[config.mk]
export PLATFORM = sky130hd
export DESIGN_NAME = rarmb_front_flat
export DESIGN_NICKNAME = d
export VERILOG_FILES = /design/src/hw/rtl/rarmb_pkg.sv /design/src/hw/rtl/rarmb_req_if.sv /design/src/hw/rtl/rarmb_front.sv /design/src/flat_wrapper.sv
export SDC_FILE = /design/constraint.sdc
export NUM_CORES = 1
export LEC_CHECK = 0
export ABC_AREA = 1
export BUFFER_PORTS_ARGS = -buffer_cell sky130_fd_sc_hd__buf_2
export CORE_MARGIN = 4
export CORE_UTILIZATION = 50
export DETAILED_ROUTE_END_ITERATION = 7
export GPL_TIMING_DRIVEN = 0
export PLACE_DENSITY = 0.75
export SLEW_MARGIN = 0
export SYNTH_ARGS = -nofsm -noshare
export SYNTH_HDL_FRONTEND = slang
export SYNTH_SLANG_ARGS = --single-unit
[constraint.sdc]
create_clock -name clk -period 3.8 [get_ports clk]
set_clock_uncertainty 0.15 [all_clocks]
set_input_delay 0.57 -clock clk [delete_from_list [all_inputs] [get_ports clk]]
set_output_delay 0.57 -clock clk [all_outputs]
set_load 0.02 [all_outputs]
[src/hw/rtl/rarmb_pkg.sv]
// Package for the bucketed range-add / range-min block.
// Types and constants shared by the channel interfaces and all modules.
`timescale 1ns / 1ps
`default_nettype none
package rarmb_pkg;
  localparam int unsigned IdxW = 10;
  localparam int unsigned DataW = 32;

  localparam logic OpAdd = 1'b0;
  localparam logic OpMin = 1'b1;

  typedef struct packed {
    logic             operation;
    logic [IdxW-1:0]  start_index;
    logic [IdxW-1:0]  end_index;
    logic [DataW-1:0] addend;
  } req_t;

  typedef struct packed {
    logic [DataW-1:0] range_minimum;
  } rsp_t;
endpackage
`default_nettype wire

[src/hw/rtl/rarmb_req_if.sv]
// Valid/ready channel interfaces for requests and results.
// Depends on rarmb_pkg.
`timescale 1ns / 1ps
`default_nettype none
interface rarmb_req_if;
  logic valid;
  logic ready;
  logic operation;
  logic [rarmb_pkg::IdxW-1:0] start_index;
  logic [rarmb_pkg::IdxW-1:0] end_index;
  logic signed [rarmb_pkg::DataW-1:0] addend;
  modport source (output valid, operation, start_index, end_index, addend, input ready);
  modport sink (input valid, operation, start_index, end_index, addend, output ready);
endinterface

`default_nettype wire

[src/hw/rtl/rarmb_front.sv]
// Front end: accepts request beats, clamps and orders the indices,
// and holds them in a two-entry queue for the back end. Depends on rarmb_pkg.
`timescale 1ns / 1ps
`default_nettype none
module rarmb_front #(
  parameter int unsigned NUM_ELEMENTS = 1024
) (
  input  wire logic clk,
  input  wire logic rst,
  rarmb_req_if.sink req,
  output rarmb_pkg::req_t q_data,
  output logic q_valid,
  input  wire logic q_pop
);
  localparam logic [rarmb_pkg::IdxW:0] LastIdx = (rarmb_pkg::IdxW+1)'(NUM_ELEMENTS - 1);

  rarmb_pkg::req_t entry [2];
  logic rd_ptr, wr_ptr;
  logic [1:0] count;
  logic [rarmb_pkg::IdxW-1:0] s_c, t_c;
  rarmb_pkg::req_t cls;
  logic push;

  always_comb begin
    s_c = ({1'b0, req.start_index} > LastIdx) ? LastIdx[rarmb_pkg::IdxW-1:0] : req.start_index;
    t_c = ({1'b0, req.end_index} > LastIdx) ? LastIdx[rarmb_pkg::IdxW-1:0] : req.end_index;
    cls.operation = req.operation;
    cls.addend = req.addend;
    if (s_c > t_c) begin
      cls.start_index = t_c;
      cls.end_index = s_c;
    end else begin
      cls.start_index = s_c;
      cls.end_index = t_c;
    end
  end

  assign req.ready = (count != 2'd2);
  assign push = req.valid && req.ready;
  assign q_valid = (count != 2'd0);
  assign q_data = entry[rd_ptr];

  always_ff @(posedge clk) begin
    if (push) entry[wr_ptr] <= cls;
    if (rst) begin
      rd_ptr <= 1'b0;
      wr_ptr <= 1'b0;
      count <= 2'd0;
    end else begin
      if (push) wr_ptr <= ~wr_ptr;
      if (q_pop && q_valid) rd_ptr <= ~rd_ptr;
      count <= count + 2'(push) - 2'(q_pop && q_valid);
    end
  end

  a_order: assert property (@(posedge clk) disable iff (rst)
    q_valid |-> q_data.start_index <= q_data.end_index) else $error("queue range unordered");
  a_count: assert property (@(posedge clk) disable iff (rst)
    count != 2'd3) else $error("queue count overflow");
  a_nopop: assert property (@(posedge clk) disable iff (rst)
    (count == 2'd0) |=> count <= 2'd1) else $error("queue grew from empty by two");
endmodule
`default_nettype wire

[src/flat_wrapper.sv]
// flat-port wrapper written by rule: the top's interface ports become plain ports
module rarmb_front_flat 
#(
  parameter int unsigned NUM_ELEMENTS = 1024
)
  (clk, rst, q_data, q_valid, q_pop, req_valid, req_operation, req_start_index, req_end_index, req_addend, req_ready);
  rarmb_req_if req_i ();
  input  wire logic clk;
  input  wire logic rst;
  output rarmb_pkg::req_t q_data;
  output logic q_valid;
  input  wire logic q_pop;
  input wire logic [$bits(req_i.valid)-1:0] req_valid;
  input wire logic [$bits(req_i.operation)-1:0] req_operation;
  input wire logic [$bits(req_i.start_index)-1:0] req_start_index;
  input wire logic [$bits(req_i.end_index)-1:0] req_end_index;
  input wire logic [$bits(req_i.addend)-1:0] req_addend;
  output wire logic [$bits(req_i.ready)-1:0] req_ready;
  assign req_i.valid = req_valid;
  assign req_i.operation = req_operation;
  assign req_i.start_index = req_start_index;
  assign req_i.end_index = req_end_index;
  assign req_i.addend = req_addend;
  assign req_ready = req_i.ready;
  rarmb_front #(.NUM_ELEMENTS(NUM_ELEMENTS)) u_core (.clk(clk), .rst(rst), .req(req_i), .q_data(q_data), .q_valid(q_valid), .q_pop(q_pop));
endmodule
==> metrics.md, run 1 <==
| Metric | Value |
|---|---|
| Unrepaired setup endpoints after global routing | `false` |
| CTS Sinks | `111` |
| Top cell type's share of synthesized area | `66.79%` |
| Detail Route Antenna Nets | `0` |
| Final WL | `8860 um` |
| Sequential area share after synthesis | `68.89%` |
| Vias in the first global route | `2901` |
| Routability cong. | `0.8227` |
| Met3 routed WL | `418 um` |
| Vias per std cell | `4.932` |
| Dpl cell area | `0.005538 mm2` |
| DR DRC count | `0` |
| Top Ports | `112` |
| Util after Layout | `61.91%` |
| Die area | `0.01116 mm2` |
| Yosys reg bits | `111` |
| TNS Setup | `0 ns` |
| Power density cells | `566.7 mW/mm2` |
| Cell type with the largest total area after synthesis | `edfxtp_1` |
| Min-delay worst type | `input pin to register` |
| Cts bufs inserted | `9` |
| Uppermost layer routed | `met4` |
| Ys Warns | `0` |
| Status | `finished, final reports clean` |
| Worst Reg-to-Reg Cells | `5` |
| Initial drt markers | `121` |
| Endpoints failing hold | `0` |
| WL met2 | `4473 um` |
| Worst-path clk slew | `0.11 ns` |
| Reg-to-reg slack, setup | `1.80 ns` |
| Min-Delay Endpoint | `u_core.entry[1][22]` |
| CTS root buffer | `clkbuf_8` |
| I/O Buffers | `111` |
| Hold_ws | `0.2419 ns` |
| Worst r2r src | `u_core.count[0]` |
| Crit path launch type | `register` |
| Final setup vio count | `0` |
| Mapped cell area | `0.004766 mm2` |
| Beginning of the worst hold path | `req_addend[22]` |
| Crit path time final | `2.431 ns` |
| Total GRT Usage | `16.28%` |
| Area grow syn2layout | `20.03%` |
| Clock latency on the worst-skew pair | `0.36 ns` |
| Capturing point of the worst reg2reg path | `u_core.entry[1][4]` |
| CP arrival | `1.71 ns` |
| Final nets | `505` |
| Yosys cell types | `23` |
| Wire length of the first global-routing pass | `14110 um` |
| Hold path depth | `1` |
| Syn nets | `381` |
| Routed WL per cell | `15.54 um` |
| HPWL Detailed | `6362 um` |
| Post-CTS Setup Bufs | `0` |
| Setup CP Type | `register to output port` |
| H-tree lvl count | `3` |
| Die width | `105.6 um` |
| CP endpoint kind | `output port` |
| Post-CTS sizing | `0` |
| Area contributors post-synth | `edfxtp_1 67%, mux2_1 7.8%, nand2_2 5.8%` |
| Max-Cap Viols | `0` |
| CTS tree | `done` |
| CTS Buffer Depth | `2` |
| Hold_buf cts | `0` |
| Peak supply drop | `0.0002390 V` |
| P_leak | `2.321 nW` |
| Antenna violations before repair | `0` |
| Largest net degree at the start of global routing | `31` |
| Finished Cell Area | `0.005720 mm2` |
| Layout cells sized above 1 | `48.53%` |
| Fin crit share | `63.98%` |
| Drt first pass iters | `4` |
| Avg Cell Area, Syn | `15.28 um2` |
| Core Footprint | `0.009240 mm2` |
| Worst Path Max Fanout | `10` |
| Die Y | `105.6 um` |
| Antenna Cells | `0` |
| Max Freq | `411.3 MHz` |
| DR vias | `2811` |
| Rows | `35` |
| Cells after synthesis | `312` |
| Met1 WL | `3750 um` |
| Final Max Slew Viols | `0` |
| Max transition margin | `46.49%` |
| GRT overflow | `0` |
| Worst Max-Slew Pin Slew | `0.8008 ns` |
| Required time of the critical path | `3.08 ns` |
| Effective utilization at floorplan | `51.58%` |
worst max-delay path by stage:
stage | start | endpoint | cells after the start | slack [ns]
6_report | register | q_data[50] | 4 | 1.37
2_1_floorplan | req_valid | u_core.entry[1][0] | 2 | 0.28
4_1_cts | register | q_data[50] | 4 | 1.31
3_3_place_gp | req_valid | u_core.entry[1][5] | 3 | -1.10
5_1_grt | register | q_data[50] | 4 | 1.24
3_5_place_dp | req_end_index[9] | u_core.entry[0][37] | 11 | 1.57
synth_stat cells, drive strengths merged:
| cell | instances |
|---|---|
| xnor2 | 1 |
| or2 | 1 |
| buf | 12 |
| nor3 | 1 |
| dfxtp | 5 |
| mux2 | 53 |
| nand4 | 1 |
| inv | 24 |
| edfxtp | 106 |
| nand3 | 22 |
| nor3b | 1 |
| nand2 | 62 |
| a21oi | 4 |
| ha | 12 |
| nor2 | 7 |
worst max-delay path, stage by stage (launching register included):
cell and delay (ns):
dfxtp_1 0.32, buf_2 0.20, buf_2 0.31, mux2_1 0.36, buf_2 0.17
state kept, by name, summed over array words and instances (netlist names), named ones only:
register,cells
u_core.entry,106
u_core.rd_ptr,1
u_core.count,2
u_core.wr_ptr,1
placed cells by master, fill, tap and decap left out, types with 3 or more instances in the layout:
cell	netlist	layout
mux2_2	20	20
clkbuf_8	0	9
inv_1	22	22
nand2_1	18	18
edfxtp_1	106	106
mux2_1	33	33
nor2_4	2	4
dfxtp_1	5	5
nand3_1	20	20
buf_2	8	119
a21oi_1	3	3
nand2_2	44	44
ha_1	12	12
nor2_1	5	3
cell type report:
cell class / count / area [um2]
plain buffers: 12 / 77.57
flip-flops and latches: 111 / 3283
clock buffers: 10 / 127.6
clock inverters: 6 / 55.05
repair buffers: 113 / 595.6
fillers: 705 / 3520
inverters: 24 / 90.09
well taps: 129 / 161.4
multi-input cells: 165 / 1330
stage by stage:
stage	power, mW	std cells	worst slack, ns
after CTS	3.281	570	1.315
after global routing	3.425	570	1.240
final	3.242	570	1.369
after detailed placement	2.640	554	1.572
after floorplan	2.299	312	0.2756
after global placement	2.610	552	-1.096
per-layer routing:
metal / GRT usage [%] / vias up
met5: 0 / -
met2: 28.37 / 87
met3: 3.184 / 21
met4: 6.475 / 0
li1: - / 1362
met1: 19.90 / 1341
report_power, final:
group	switching, mW	leakage [nW]	internal, mW
logic	0.631	1.20	0.375
clock network	0.396	0.0865	0.250
registers	0.0361	1.03	1.55
cell families after synthesis:
logic type / after synthesis / share of synthesized area (%)
DFF: 111 / 68.89
and+or+nand+nor: 95 / 11.24
muxes: 53 / 12.52
AOI/OAI and AO/OA: 4 / 0.4988
buffers and inverters: 36 / 3.518
xor gates and xnor gates: 1 / 0.1838
adders and majority gates: 12 / 3.150
Note: power is estimated with default switching activity, not from simulation.
==> inputs of run 2 (changes only) <==
--- a/config.mk
+++ b/config.mk
@@ -5,7 +5,7 @@
 export SDC_FILE = /design/constraint.sdc
 export NUM_CORES = 1
 export LEC_CHECK = 0
-export ABC_AREA = 1
+export ABC_AREA = 0
 export BUFFER_PORTS_ARGS = -buffer_cell sky130_fd_sc_hd__buf_2
 export CORE_MARGIN = 4
 export CORE_UTILIZATION = 50
==> constraint.sdc (replaced) <==
create_clock -name clk -period 2.5 [get_ports clk]
set_clock_uncertainty 0.15 [all_clocks]
set_input_delay 0.375 -clock clk [delete_from_list [all_inputs] [get_ports clk]]
set_output_delay 0.375 -clock clk [all_outputs]
set_load 0.02 [all_outputs]
==> run 2 against run 1 <==
  * Wire length up 14%
  * Combinational power up 91%
  * Sequential cell count unchanged
  * Via count up 15%
  * Critical path type unchanged
  * Critical endpoint is now q_data[41]
==> metrics.md, run 2 <==
| Metric | Value |
|---|---|
| Cells after synthesis | `324 (+3.8%)` |
| Max reg flops | `106 (unchanged)` |
| DR vias | `3236 (+15%)` |
| Crit path launch type | `register` |
| CP arrival | `1.72 ns (about the same)` |
| Wire length of the first global-routing pass | `15350 um (+8.8%)` |
| Asr flop ratio synth | `0% (unchanged)` |
| Yosys cell types | `27 (+17%)` |
| Min-delay worst type | `input pin to register` |
| Effective utilization at floorplan | `51.17% (-0.41 points)` |
| Final Max Slew Viols | `0 (unchanged)` |
| CP most frequent cell | `buf_2` |
| Fin crit share | `89.80%` |
| H-tree lvl count | `3 (unchanged)` |
| Routability cong. | `0.9967 (+21%)` |
| Ys Warns | `0 (unchanged)` |
| CP endpoint kind | `output port` |
| DP Cell Count | `570 (+2.9%)` |
| Rows | `36 (+2.9%)` |
| Biggest regs | `u_core.entry: 106 flops, u_core.count: 2 flops` |
| Most frequent cells in the layout | `120 x buf_2, 106 x edfxtp_1, 53 x mux2_2` |
| Mapped cell area | `0.004979 mm2 (+4.5%)` |
| Finished Cell Area | `0.005958 mm2 (+4.2%)` |
| Status | `finished, final reports clean` |
| Die Y | `107.8 um (+2.0%)` |
| Cts bufs inserted | `9 (unchanged)` |
| Area grow syn2layout | `19.68%` |
| Worst Path Max Fanout | `10 (unchanged)` |
| Power density cells | `936.5 mW/mm2 (+65%)` |
| # fillers | `818 (+16%)` |
| CTS root buffer | `clkbuf_8` |
| Setup CP Type | `register to output port` |
| Die width | `107.8 um (+2.0%)` |
| CTS Buffer Depth | `2 (unchanged)` |
| Post-CTS Setup Bufs | `0 (unchanged)` |
| Detail Route Antenna Nets | `0 (unchanged)` |
| Vias per std cell | `5.532 (+12%)` |
| HPWL Detailed | `7317 um (+15%)` |
| Endpoints failing hold | `0 (unchanged)` |
| DR DRC count | `0 (unchanged)` |
| Antenna Cells | `0 (unchanged)` |
| Drt first pass iters | `5 (+1)` |
| Sequential area share after synthesis | `65.95% (-2.9 points)` |
| Final WL | `10140 um (+14%)` |
| Final setup vio count | `0 (unchanged)` |
| Worst-path clk slew | `0.10 ns (about the same)` |
| Avg Cell Area, Syn | `15.37 um2 (+0.59%)` |
| Commonest non-fill, non-tap cell in the layout | `buf_2` |
| Total GRT Usage | `17.38% (+1.1 points)` |
| Crit path buf inv count | `2 (-1)` |
| Area contributors post-synth | `edfxtp_1 64%, mux2_2 12%, o211ai_2 5.0%` |
| Top Ports | `112 (unchanged)` |
| Final nets | `516 (+2.2%)` |
| Antenna violations before repair | `0 (unchanged)` |
| Crit path max-delay cell type | `dfxtp_1` |
| Largest net degree at the start of global routing | `32 (+3.2%)` |
| Peak supply drop | `0.0004323 V (+81%)` |
| Most flops, register | `u_core.entry` |
| GRT overflow | `0 (unchanged)` |
| Max-Cap Viols | `0 (unchanged)` |
| Routed WL per cell | `17.33 um (+12%)` |
| Crit path time final | `2.245 ns` |
| Hold_ws | `0.03361 ns (-0.2083 ns)` |
| Pre-CTS setup slack | `0.1403 ns (-1.432 ns)` |
| Post-CTS sizing | `0 (unchanged)` |
| Max incr delay on CP | `0.50 ns (+0.14 ns)` |
| Most frequent cell after synthesis | `edfxtp_1` |
| Final std cells w/o fill | `585 (+2.6%)` |
| I/O Buffers | `111 (unchanged)` |
| Primary FF master, synth | `edfxtp_1` |
| Worst-path cell chain | `buf_2 > mux2_2 > buf_2` |
| Post-synth EDFFs | `106 (unchanged)` |
| TNS Setup | `0 ns (unchanged)` |
| Worst Max-Slew Pin Slew | `0.7343 ns (-0.06648 ns)` |
| Critical path's top delay family | `flip-flops` |
| Util after Layout | `61.24% (-0.67 points)` |
| Dpl cell area | `0.005749 mm2 (+3.8%)` |
| Vias in the first global route | `3211 (+11%)` |
| Layout cells sized above 1 | `47.57% (-0.96 points)` |
| Total power | `5.580 mW (+72%)` |
| Fin worst setup slack | `0.2549 ns (-1.114 ns)` |
| Initial drt markers | `145 (+20%)` |
| Hold_buf cts | `0 (unchanged)` |
| Top cell type's share of synthesized area | `63.94% (-2.9 points)` |
| Cell type with the largest total area after synthesis | `edfxtp_1` |
| Yosys reg bits | `111 (unchanged)` |
| Syn nets | `393 (+3.1%)` |
| CTS Sinks | `111 (unchanged)` |
| Die area | `0.01162 mm2 (+4.1%)` |
| Max Freq | `445.4 MHz` |
| P_leak | `2.295 nW (-1.1%)` |
| Required time of the critical path | `1.98 ns (-1.10 ns)` |
| Synth cell count leaders | `106 x edfxtp_1, 53 x mux2_2, 22 x nand4_1` |
| Core Footprint | `0.009729 mm2 (+5.3%)` |
| Unrepaired setup endpoints after global routing | `false` |
| Max transition margin | `50.93% (+4.4 points)` |
| Clock latency on the worst-skew pair | `0.36 ns (about the same)` |
| CTS tree | `done` |
[run 2: cell types whose count changed after synthesis, moves of 11 or more]
cell      delta
clkbuf_1    +11
mux2_1      -33
mux2_2      +33
nand2_1     -15
nand2_2     -44
nand4_1     +22
o211ai_2    +20
o21ai_0     +20
[run 2: final timing paths]
| path | start | endpoint | slack, ns | cells after the start |
|---|---|---|---|---|
| min reg2reg | u_core.rd_ptr | u_core.rd_ptr | 0.38 | 2 |
| max reg2reg | u_core.count[0] | u_core.entry[0][8] | 0.52 | 4 |
| max | register | q_data[41] | 0.25 | 3 |
| min | req_addend[13] | u_core.entry[1][13] | 0.03 | 1 |
[run 2: logic make-up after synthesis]
| group | synth area share, % |
|---|---|
| AND/OR/NAND/NOR | 6.887 |
| flip-flops | 65.95 |
| XOR/XNOR | 0.7038 |
| buffers and inverters | 3.242 |
| adder cells (fa/ha/maj) | 3.016 |
| multiplexers | 11.99 |
| AO/OA/AOI/OAI | 8.218 |
[run 2: cell type report]
class / count / area (um2) / area share, %
well taps: 133 / 166.4 / 2.793
multi-input cells: 177 / 1543 / 25.89
plain buffers: 21 / 105.1 / 1.764
clock inverters: 5 / 81.33 / 1.365
flip-flops and latches: 111 / 3283 / 55.10
clock buffers: 11 / 131.4 / 2.205
repair buffers: 113 / 595.6 / 9.996
inverters: 14 / 52.55 / 0.8820
[run 2: power breakdown]
group,leakage [nW],total (mW),internal [mW],switching (mW)
clock,0.104,1.14,0.567,0.569
sequential,1.03,2.52,2.43,0.0864
combinational,1.16,1.93,0.780,1.15
[run 2: metal layers]
layer	part of all wire, %	up-vias	track usage [%]
met5	0	-	0
met4	2.4	0	9.017
met3	7.5	20	3.119
met2	49	136	29.53
met1	41	1568	21.11
li1	-	1512	-
==> inputs of run 3 (changes only) <==
==> constraint.sdc (replaced) <==
create_clock -name clk -period 2.85 [get_ports clk]
set_clock_uncertainty 0.15 [all_clocks]
set_input_delay 0.4275 -clock clk [delete_from_list [all_inputs] [get_ports clk]]
set_output_delay 0.4275 -clock clk [all_outputs]
set_load 0.02 [all_outputs]
==> run 3 against run 2 <==
  * Sequential cell count is the same
  * Cell count up 0.17%
  * Clock power down 20%
  * Global-route usage rose by 0.053 points
  * Critical path depth increased by 1
  * Clock-buffer cell count is 2 lower
  * Wire length fell by 1.2%
  * Setup slack improved by 0.13 ns
  * First-iteration DRC count fell by 19%
  * Die area unchanged
  * Power decreased by 14%
  * Via count shrank 2.1%
  * Largest power group unchanged
==> metrics.md, run 3 (synthesized netlist as in run 2, its figures left out) <==
| Metric | Value |
|---|---|
| Status | `finished, final reports clean` |
| Max incr delay on CP | `0.37 ns (-0.13 ns)` |
| Max-Cap Viols | `0 (unchanged)` |
| Drt first pass iters | `4 (-1)` |
| Clock latency on the worst-skew pair | `0.36 ns (about the same)` |
| Antenna violations before repair | `0 (unchanged)` |
| Initial drt markers | `118 (-19%)` |
| Biggest regs | `u_core.entry: 106 flops, u_core.count: 2 flops` |
| Die Y | `107.8 um (unchanged)` |
| I/O Buffers | `111 (unchanged)` |
| Worst-path cell chain | `clkbuf_1 > buf_2 > mux2_2 > buf_2` |
| Largest net degree at the start of global routing | `35 (+9.4%)` |
| TNS Setup | `0 ns (unchanged)` |
| CP most frequent cell | `buf_2` |
| CTS root buffer | `clkbuf_8` |
| Core Footprint | `0.009729 mm2 (unchanged)` |
| Vias in the first global route | `3241 (+0.93%)` |
| HPWL Detailed | `7416 um (+1.3%)` |
| Final Max Slew Viols | `0 (unchanged)` |
| Wire length of the first global-routing pass | `15790 um (+2.9%)` |
| Crit path buf inv count | `3 (+1)` |
| H-tree lvl count | `3 (unchanged)` |
| P_leak | `2.295 nW (about the same)` |
| Die width | `107.8 um (unchanged)` |
| Max transition margin | `51.58% (+0.65 points)` |
| Rows | `36 (unchanged)` |
| Effective utilization at floorplan | `51.17% (unchanged)` |
| Detail Route Antenna Nets | `0 (unchanged)` |
| Crit path max-delay cell type | `mux2_2` |
| DR DRC count | `0 (unchanged)` |
| Hold_buf cts | `0 (unchanged)` |
| Area grow syn2layout | `19.53%` |
| Most frequent cells in the layout | `120 x buf_2, 106 x edfxtp_1, 53 x mux2_2` |
| Max Freq | `405.8 MHz` |
| Layout cells sized above 1 | `47.90% (+0.34 points)` |
| Worst Path Max Fanout | `10 (unchanged)` |
| Final nets | `517 (+0.19%)` |
| CTS Sinks | `111 (unchanged)` |
| Power density cells | `809.6 mW/mm2 (-14%)` |
| Unrepaired setup endpoints after global routing | `false` |
| Crit path time final | `2.464 ns` |
| DR vias | `3167 (-2.1%)` |
| CP arrival | `1.89 ns (+0.17 ns)` |
| Final std cells w/o fill | `586 (+0.17%)` |
| Cts bufs inserted | `9 (unchanged)` |
| Final WL | `10020 um (-1.2%)` |
| CP endpoint kind | `output port` |
| Final setup vio count | `0 (unchanged)` |
| GRT overflow | `0 (unchanged)` |
| Required time of the critical path | `2.27 ns (+0.29 ns)` |
| Vias per std cell | `5.404 (-2.3%)` |
| Peak supply drop | `0.0003347 V (-23%)` |
| GR peak layer | `met2` |
| Grt met3 use | `3.719% (+0.60 points)` |
| Die area | `0.01162 mm2 (unchanged)` |
| Worst-path clk slew | `0.11 ns (about the same)` |
| Routed WL per cell | `17.10 um (-1.4%)` |
| CTS Buffer Depth | `2 (unchanged)` |
| Worst Max-Slew Pin Slew | `0.7245 ns (-0.009800 ns)` |
| Grt met1 use | `22.18% (+1.1 points)` |
| Critical path's top delay family | `buffers and inverters` |
| Routability cong. | `0.9528 (-4.4%)` |
| Post-CTS sizing | `0 (unchanged)` |
| CTS tree | `done` |
| Crit path launch type | `register` |
| Endpoints failing hold | `0 (unchanged)` |
| Antenna Cells | `0 (unchanged)` |
| Most flops, register | `u_core.entry` |
| Total GRT Usage | `17.43% (+0.053 points)` |
| Top Ports | `112 (unchanged)` |
| Post-CTS Setup Bufs | `0 (unchanged)` |
| Met2 usage | `30.33% (+0.80 points)` |
| DP Cell Count | `570 (unchanged)` |
| Min-delay worst type | `input pin to register` |
| Fin crit share | `86.47%` |
| Util after Layout | `61.16% (-0.077 points)` |
| Setup CP Type | `register to output port` |
| Commonest non-fill, non-tap cell in the layout | `buf_2` |
| Max reg flops | `106 (unchanged)` |
==> run 3: cell type report <==
cell class	instances	area, um2
clock inverter	7	77.57
multi-input combinational	177	1543
buffer	22	108.9
tap	133	166.4
clock buffer	9	123.9
sequential	111	3283
timing repair buffer	113	595.6
fill	795	3779
inverter	14	52.55
==> run 3: stage by stage <==
stage | area (um2) | hold WS [ns] | worst slack (ns) | total power [mW]
6_report | 5951 | 0.09451 | 0.3855 | 4.818
5_1_grt | 5951 | 0.05698 | 0.2096 | 5.100
4_1_cts | 5951 | 0.06884 | 0.3200 | 4.892
3_5_place_dp | 5749 | 0.3484 | 0.4153 | 3.965
3_3_place_gp | 5703 | 0.3475 | -0.4880 | 3.915
2_1_floorplan | 4981 | 0.3311 | 0.1768 | 3.423
==> run 3: routing by layer <==
metal	part of all wire, %	vias to the layer above
met2	52	104
li1	-	1514
met4	0.56	0
met3	6.5	7
met1	41	1542
met5	0	-
==> run 3: where the power goes <==
part | switching (mW) | internal (mW)
logic | 1.02 | 0.685
registers | 0.0653 | 2.13
clock network | 0.569 | 0.349
total | 1.65 | 3.17
==> run 3: path summary, 6_finish.rpt <==
kind / start / end / slack (ns) / cells after the start
min: req_addend[9] / u_core.entry[1][9] / 0.09 / 1
max: register / q_data[32] / 0.39 / 4
max reg2reg: u_core.count[0] / u_core.entry[0][0] / 0.85 / 4
min reg2reg: u_core.rd_ptr / u_core.rd_ptr / 0.37 / 2
==> run 3: worst reg2reg max path, stage by stage (launching register included) <==
cell and delay [ns]:
dfxtp_1 0.36, nand2b_1 0.15, nand2_1 0.14, nor2_4 0.58, buf_12 0.30
